**src/asc_pkg.sv**
```systemverilog
// shared types, constants and command/status structs for the aliquot sum classifier
package asc_pkg;

	localparam int VALUE_WIDTH_DEF = 16;
	localparam int IN_W            = 16;
	localparam int SUM_OUT_W       = 18;
	localparam logic [SUM_OUT_W-1:0] SUM_MAX = 18'h3FFFF;

	localparam logic [1:0] CLASS_DEFICIENT = 2'd0;
	localparam logic [1:0] CLASS_PERFECT   = 2'd1;
	localparam logic [1:0] CLASS_ABUNDANT  = 2'd2;

	typedef struct packed {
		logic [IN_W-1:0] number_a;
		logic [IN_W-1:0] number_b;
	} in_item_t;

	typedef struct packed {
		logic [SUM_OUT_W-1:0] divisor_sum_a;
		logic [SUM_OUT_W-1:0] divisor_sum_b;
		logic [1:0]           number_class;
		logic                 is_amicable;
	} out_item_t;

	typedef struct packed {
		logic load_item;
		logic op_init;
		logic sel_b;
		logic div_start;
		logic div_step;
		logic acc;
		logic op_store;
		logic out_load;
	} cmd_t;

	typedef struct packed {
		logic div_last;
		logic stop;
	} sts_t;

endpackage

```
**src/aliquot_sum_classifier.sv**
```systemverilog
// top level of the aliquot sum classifier
// Each transaction carries two numbers; for each, the proper divisor sum is found by trial
// division d = 1, 2, ... while d*d <= n, adding d and, if it differs, n/d for every divisor
// and subtracting n at the end. One restoring divider, shared by both numbers, yields one
// quotient bit per cycle. Items are handled one at a time; a finished result sits in an
// output register, so the next number pair can be taken while the previous result waits
// on res_ready.
module aliquot_sum_classifier #(
	parameter int VALUE_WIDTH = asc_pkg::VALUE_WIDTH_DEF
) (
	input  logic               clk,
	input  logic               arst_n,
	input  logic               num_valid,
	output logic               num_ready,
	input  asc_pkg::in_item_t  num,
	output logic               res_valid,
	input  logic               res_ready,
	output asc_pkg::out_item_t res
);
	import asc_pkg::*;

	cmd_t cmd;
	sts_t sts;

	asc_ctrl u_ctrl (
		.clk       (clk),
		.arst_n    (arst_n),
		.num_valid (num_valid),
		.num_ready (num_ready),
		.res_valid (res_valid),
		.res_ready (res_ready),
		.sts       (sts),
		.cmd       (cmd)
	);

	asc_dp #(
		.VALUE_WIDTH (VALUE_WIDTH)
	) u_dp (
		.clk    (clk),
		.arst_n (arst_n),
		.num    (num),
		.cmd    (cmd),
		.sts    (sts),
		.res    (res)
	);

endmodule

```
**src/asc_dp.sv**
```systemverilog
// datapath: operand registers, shared restoring divider, divisor sum accumulator, result register
module asc_dp #(
	parameter int VALUE_WIDTH = asc_pkg::VALUE_WIDTH_DEF
) (
	input  logic              clk,
	input  logic              arst_n,
	input  asc_pkg::in_item_t num,
	input  asc_pkg::cmd_t     cmd,
	output asc_pkg::sts_t     sts,
	output asc_pkg::out_item_t res
);
	import asc_pkg::*;

	localparam int W     = VALUE_WIDTH;
	localparam int SUM_W = VALUE_WIDTH + 3;
	localparam int CNT_W = $clog2(VALUE_WIDTH);
	localparam int EXT_W = (W > IN_W) ? W : IN_W;
	localparam int CMP_W = (SUM_W > SUM_OUT_W) ? SUM_W : SUM_OUT_W;

	logic [W-1:0]     a_q, b_q, n;
	logic [W-1:0]     d_q, quo_q, rem_q;
	logic [CNT_W-1:0] cnt_q;
	logic [SUM_W-1:0] total_q, sa_q, sb_q;
	logic [W:0]       shifted, trial;
	logic [SUM_W-1:0] q_term, d_term, op_sum;
	logic [EXT_W-1:0] a_ext, b_ext;
	logic [CMP_W-1:0] sa_wide, sb_wide;
	out_item_t        res_q;
	logic [1:0]       cls;

	// inputs are masked to the operand width
	assign a_ext = EXT_W'(num.number_a);
	assign b_ext = EXT_W'(num.number_b);

	assign n = cmd.sel_b ? b_q : a_q;

	// one quotient bit per cycle
	assign shifted = {rem_q, quo_q[W-1]};
	assign trial   = shifted - {1'b0, d_q};

	assign sts.div_last = (cnt_q == CNT_W'(W - 1));
	// d*d > n exactly when d > floor(n/d)
	assign sts.stop     = (d_q > quo_q);

	assign d_term = (rem_q == '0) ? SUM_W'(d_q) : '0;
	assign q_term = (rem_q == '0 && quo_q != d_q) ? SUM_W'(quo_q) : '0;
	assign op_sum = total_q - SUM_W'(n);

	always_ff @(posedge clk) begin
		if (cmd.load_item) begin
			a_q <= a_ext[W-1:0];
			b_q <= b_ext[W-1:0];
		end
		if (cmd.div_start) begin
			quo_q <= n;
			rem_q <= '0;
		end else if (cmd.div_step) begin
			quo_q <= {quo_q[W-2:0], ~trial[W]};
			rem_q <= trial[W] ? shifted[W-1:0] : trial[W-1:0];
		end
		if (cmd.op_init) begin
			d_q     <= W'(1);
			total_q <= '0;
		end else if (cmd.acc) begin
			d_q     <= d_q + W'(1);
			total_q <= total_q + d_term + q_term;
		end
		if (cmd.op_store) begin
			if (cmd.sel_b) begin
				sb_q <= op_sum;
			end else begin
				sa_q <= op_sum;
			end
		end
		if (cmd.out_load) begin
			res_q.divisor_sum_a <= (sa_wide > CMP_W'(SUM_MAX)) ? SUM_MAX
				: sa_wide[SUM_OUT_W-1:0];
			res_q.divisor_sum_b <= (sb_wide > CMP_W'(SUM_MAX)) ? SUM_MAX
				: sb_wide[SUM_OUT_W-1:0];
			res_q.number_class  <= cls;
			res_q.is_amicable   <= (sa_q == SUM_W'(b_q)) && (sb_q == SUM_W'(a_q));
		end
	end

	always_ff @(posedge clk or negedge arst_n) begin
		if (!arst_n) begin
			cnt_q <= '0;
		end else if (cmd.div_start) begin
			cnt_q <= '0;
		end else if (cmd.div_step) begin
			cnt_q <= cnt_q + CNT_W'(1);
		end
	end

	assign sa_wide = CMP_W'(sa_q);
	assign sb_wide = CMP_W'(sb_q);

	always_comb begin
		priority if (sa_q < SUM_W'(a_q)) begin
			cls = CLASS_DEFICIENT;
		end else if (sa_q == SUM_W'(a_q)) begin
			cls = CLASS_PERFECT;
		end else begin
			cls = CLASS_ABUNDANT;
		end
	end

	assign res = res_q;

endmodule

```
**src/asc_ctrl.sv**
```systemverilog
// controller: sequences the trial divisions for both operands and the output handshake
module asc_ctrl (
	input  logic          clk,
	input  logic          arst_n,
	input  logic          num_valid,
	output logic          num_ready,
	output logic          res_valid,
	input  logic          res_ready,
	input  asc_pkg::sts_t sts,
	output asc_pkg::cmd_t cmd
);
	import asc_pkg::*;

	localparam logic [2:0] ST_IDLE  = 3'd0;
	localparam logic [2:0] ST_START = 3'd1;
	localparam logic [2:0] ST_DIV   = 3'd2;
	localparam logic [2:0] ST_ACC   = 3'd3;
	localparam logic [2:0] ST_OUT   = 3'd4;

	logic [2:0] state_q, state_d;
	logic       op_q, op_d;
	logic       out_valid_q;

	assign num_ready = (state_q == ST_IDLE);
	assign res_valid = out_valid_q;

	always_comb begin
		state_d       = state_q;
		op_d          = op_q;
		cmd           = '0;
		cmd.sel_b     = op_q;
		unique case (state_q)
			ST_IDLE: begin
				if (num_valid) begin
					cmd.load_item = 1'b1;
					cmd.op_init   = 1'b1;
					op_d          = 1'b0;
					state_d       = ST_START;
				end
			end
			ST_START: begin
				cmd.div_start = 1'b1;
				state_d       = ST_DIV;
			end
			ST_DIV: begin
				cmd.div_step = 1'b1;
				if (sts.div_last) begin
					state_d = ST_ACC;
				end
			end
			ST_ACC: begin
				if (sts.stop) begin
					cmd.op_store = 1'b1;
					if (!op_q) begin
						op_d        = 1'b1;
						cmd.op_init = 1'b1;
						state_d     = ST_START;
					end else begin
						state_d = ST_OUT;
					end
				end else begin
					cmd.acc = 1'b1;
					state_d = ST_START;
				end
			end
			ST_OUT: begin
				// previous transaction must have left the output register
				if (!out_valid_q || res_ready) begin
					cmd.out_load = 1'b1;
					state_d      = ST_IDLE;
				end
			end
			default: begin
				state_d = ST_IDLE;
			end
		endcase
	end

	always_ff @(posedge clk or negedge arst_n) begin
		if (!arst_n) begin
			state_q     <= ST_IDLE;
			op_q        <= 1'b0;
			out_valid_q <= 1'b0;
		end else begin
			state_q <= state_d;
			op_q    <= op_d;
			if (cmd.out_load) begin
				out_valid_q <= 1'b1;
			end else if (res_ready) begin
				out_valid_q <= 1'b0;
			end
		end
	end

	a_load_shows: assert property (@(posedge clk) disable iff (!arst_n)
		cmd.out_load |=> out_valid_q)
		else $error("result load did not raise valid");

	a_no_overwrite: assert property (@(posedge clk) disable iff (!arst_n)
		cmd.out_load |-> (!out_valid_q || res_ready))
		else $error("result register overwritten while held");

	a_div_holds: assert property (@(posedge clk) disable iff (!arst_n)
		(state_q == ST_DIV && !sts.div_last) |=> (state_q == ST_DIV))
		else $error("division left before its last step");

	a_b_after_a: assert property (@(posedge clk) disable iff (!arst_n)
		(state_q == ST_ACC && sts.stop && !op_q) |=> (op_q && state_q == ST_START))
		else $error("second operand not started after the first");

endmodule

```
**config.mk**
```make
export PLATFORM = sky130hd
export DESIGN_NAME = aliquot_sum_classifier
export DESIGN_NICKNAME = d
export VERILOG_FILES = /design/src/asc_pkg.sv /design/src/aliquot_sum_classifier.sv /design/src/asc_dp.sv /design/src/asc_ctrl.sv
export SDC_FILE = /design/constraint.sdc
export NUM_CORES = 1
export LEC_CHECK = 0
export ABC_AREA = 1
export BUFFER_PORTS_ARGS = -buffer_cell sky130_fd_sc_hd__buf_2
export CAP_MARGIN = 10
export CELL_PAD_IN_SITES_DETAIL_PLACEMENT = 1
export CELL_PAD_IN_SITES_GLOBAL_PLACEMENT = 2
export CORE_MARGIN = 4
export CORE_UTILIZATION = 37
export DETAILED_ROUTE_END_ITERATION = 10
export PLACE_DENSITY = 0.91
export SYNTH_ARGS = -nofsm -noshare
export SYNTH_HDL_FRONTEND = slang
export SYNTH_HIERARCHICAL = 1
export SYNTH_SLANG_ARGS = --single-unit
```
**constraint.sdc**
```tcl
create_clock -name clk -period 4 [get_ports clk]
set_input_delay 0.4 -clock clk [delete_from_list [all_inputs] [get_ports clk]]
set_output_delay 0.4 -clock clk [all_outputs]
set_load 0.03 [all_outputs]
```
==> results.json <==
{
  "grt_antenna_before_repair": 0,
  "path_max_fanout": 8,
  "yosys_warnings": 6,
  "via_count": 9861,
  "synth_edf_count": 125,
  "hold_class": "in2reg",
  "crit_path_start_kind": "register",
  "cp_num_buf_inv": 5,
  "drt_iter0_drc": 483,
  "r2r_slack_ps": 380,
  "setup_viol": 0,
  "ioPinCount": 77,
  "p_sw_uw": 4530,
  "avgSynthCellArea_um2": 8.21,
  "viasPerCell": 5.08,
  "synth.top_cells.by_area": "edfxtp_1 32%, nand2_1 10%, ha_1 8.7%",
  "netlist.area_leader.share_pct": 31.7,
  "place_congestion": 0.898,
  "grt_overflow": 0,
  "cts_buffers": 17,
  "worst_pin_slew_ps": 1080,
  "synth_seq_cells": 185,
  "finalCritPeriodShare_pct": 90.6,
  "syn_nets": 1578,
  "post-route-min-period_ps": 3620,
  "clk_path_buf_depth": 2,
  "drc": 0,
  "crit_top_cell": "nand2_1",
  "finalSetupTns_ps": 0,
  "hold_viol": 0,
  "p_seq_share_pct": 30.3,
  "synthCells": 1441,
  "final_cell_count_no_fill": 1943,
  "grt_pass1_wl_um": 56500,
  "setup_ws_ps": 377,
  "routed_wl_um": 35000,
  "max_freq_mhz": 276,
  "regArea_mm2": 0.00500,
  "peakVddDrop_mv": 0.350,
  "ys_seq_area_share_pct": 42.3,
  "ys.flop_type": "edfxtp_1",
  "ys_types": 47,
  "comb_power_share_pct": 51.8,
  "critPathSlowestCell": "fa_1",
  "htree_levels": 4,
  "dp_hpwl_um": 28000,
  "drv_cap": 0,
  "path_cells": "inv_1 > ha_1 > nand2_1 > nor2_1 > nand4_1 > inv_1 > nand2_1 > nand2_2 > nor2_1 > fa_1 > ha_1 > inv_1 > fa_1 > o21ai_2 > buf_4 > nand2_1 > nand2_1 > nand3_1 > nand3_1 > nand3_1 > nand2_1 > inv_1",
  "grt_max_degree": 40,
  "clock_latency_ps": 450,
  "slowest_delay_ps": 510,
  "swShare_pct": 46.9,
  "area_growth_pct": 12.6,
  "core.rowCount": 65,
  "cts_tree": "built",
  "dr.pass1.iters": 4,
  "post-place-ws_ps": 169,
  "layout-drive-gt1-share_pct": 13.6,
  "async_flop_share_pct": 4.86,
  "place_inst": 1910,
  "n_antenna_cell": 0,
  "fillers": 3832,
  "clk_pin_slew_ps": 80,
  "cts_setup_buffers": 0,
  "core_mm2": 0.0316,
  "p_int_uw": 5120,
  "syn_area_mm2": 0.0118,
  "worstHoldPathCells": 1,
  "die-area_mm2": 0.0349,
  "end_kind": "register",
  "worstSetupPathType": "reg2reg",
  "path_depth": 22,
  "yosysTopAreaCell": "edfxtp_1",
  "nNetsFinal": 1665,
  "first_global_vias": 10400,
  "p_clk_share_pct": 17.8,
  "total_power_uw": 9650,
  "die_h_um": 187,
  "r2r_cells": 22,
  "drtAntennaViolNets": 0,
  "outcome": "finished, final reports clean",
  "track_usage_pct": 20.3,
  "hold_ws_ps": 121,
  "multiInputGateArea_mm2": 0.00590,
  "grt_setup_unrepaired": "no",
  "fin_skew_ps": 12.8,
  "start_util_pct": 37.5,
  "io_buffers": 76,
  "arrival_ps": 3980,
  "wl_per_cell_um": 18.0,
  "critPathRequiredTime_ps": 4360,
  "cts_root_buf": "clkbuf_16",
  "crit_family": "adder cells",
  "slew_headroom_pct": 28.2,
  "final_max_slew_viol_count": 0,
  "die_x_um": 187,
  "pwr_density_cell_mw_per_mm2": 725,
  "clkSinkCount": 185,
  "power_leakage_uw": 0.00617
}
[placed cells by master, fill, tap and decap left out, drive strengths merged, types with 2 or more instances in the layout]
master,instances
inv,225
dfxtp,51
nor3,20
clkinv,5
clkbuf,17
fa,19
a21oi,83
nand4,22
xnor2,30
nor2,164
nand3,86
o21a,5
o21bai,4
and2,3
buf,93
dfrtp,9
o21ai,77
nand2,345
or2,30
a21o,3
nor4,2
nand3b,8
xor2,23
ha,82
edfxtp,125
o211ai,2
[power groups by stage]
stage	logic (µW)	clock network [µW]	registers (µW)
finish	5000	1720	2930
global route	5710	1850	2970
CTS	5020	1770	2920
detailed placement	4990	0	2960
global placement	4820	0	2940
floorplan	3680	0	2840
[metrics by stage]
stage | util [%] | cell area, µm²
2_1_floorplan | - | 11800
3_3_place_gp | 40.3 | 12700
3_5_place_dp | 40.3 | 12700
4_1_cts | 42.1 | 13300
5_1_grt | 42.2 | 13300
6_report | 42.2 | 13300
[cell families after synthesis]
| group | synth area share [%] |
|---|---|
| and+or+nand+nor | 25.7 |
| buffers and inverters | 8.09 |
| DFF | 42.3 |
| AOI/OAI and AO/OA | 8.14 |
| adders and majority gates | 11.9 |
| xor gates and xnor gates | 3.93 |
[flip-flops by register name, summed over array words and instances, names as in the netlist]
name              flops
u_ctrl/res_valid      1
u_dp/cnt_q            4
u_dp/total_q         19
u_dp/sa_q            19
u_ctrl/op_q           1
u_dp/a_q             16
u_ctrl/state_q        3
u_dp/sb_q            19
u_dp/b_q             16
u_dp/res             39
u_dp/rem_q           16
u_dp/d_q             16
u_dp/quo_q           16
[cells in the mapped netlist (2+ instances only)]
| cell | n |
|---|---|
| o211ai_1 | 2 |
| xnor2_1 | 30 |
| inv_2 | 4 |
| nand2_2 | 17 |
| dfxtp_1 | 51 |
| nand2_4 | 5 |
| nor2_1 | 158 |
| a21o_1 | 3 |
| nand3b_1 | 8 |
| inv_1 | 212 |
| nand4_1 | 22 |
| o21ai_1 | 2 |
| nand2_1 | 323 |
| buf_6 | 2 |
| ha_1 | 82 |
| nand3_2 | 11 |
| o21a_1 | 5 |
| xor2_1 | 23 |
| a21oi_1 | 81 |
| fa_1 | 19 |
| edfxtp_1 | 125 |
| o21ai_0 | 74 |
| and2_1 | 3 |
| o21bai_1 | 4 |
| clkbuf_1 | 18 |
| buf_2 | 2 |
| buf_4 | 3 |
| nor4_1 | 2 |
| nor2_2 | 6 |
| nand3_1 | 74 |
| or2_2 | 29 |
| dfrtp_1 | 9 |
| nor3_1 | 18 |
[routing by layer]
| metal | routed length (µm) | track usage (%) | vias up | part of all wire (%) |
|---|---|---|---|---|
| met4 | 793 | 6.83 | 0 | 2.3 |
| met3 | 967 | 2.73 | 48 | 2.8 |
| met2 | 17100 | 35.4 | 176 | 49 |
| met1 | 16200 | 26.2 | 4776 | 46 |
| met5 | 0 | 0 | - | 0 |
| li1 | - | - | 4861 | - |
[repair_timing]
action                                  4_1_cts  5_1_grt
gates resized for setup                       0        6
hold buffers                                  1        0
endpoints found under the setup margin        0        9
hold endpoints to repair                      9        0
[path summary, 6_finish.rpt]
kind                                startpoint           endpoint
worst max-delay path            u_dp/quo_q[14]   u_dp/total_q[15]
worst min-delay path                   num[28]       u_dp/a_q[12]
worst max register to register  u_dp/quo_q[14]   u_dp/total_q[15]
worst min register to register  u_dp/rem_q[11]     u_dp/rem_q[11]
max in group asynchronous               arst_n  u_ctrl/state_q[2]
min in group asynchronous               arst_n      u_dp/cnt_q[2]
[worst register-to-register path: stages (launching register included)]
cell	delay, ps
edfxtp_1	380
inv_1	70
ha_1	270
nand2_1	70
nor2_1	140
nand4_1	110
inv_1	120
nand2_1	70
nand2_2	160
nor2_1	80
fa_1	510
ha_1	220
inv_1	70
fa_1	420
o21ai_2	190
buf_4	140
nand2_1	40
nand2_1	100
nand3_1	100
nand3_1	90
nand3_1	70
nand2_1	70
inv_1	30
[area by class of cell]
type,count,share of cell area [%]
clock buffers,17,3.19
clock inverters,15,1.15
well taps,402,3.78
inverters,217,6.12
flip-flops and latches,185,37.5
multi-input cells,1013,44.3
repair buffers,94,3.89
(Power assumes the default switching activity.)
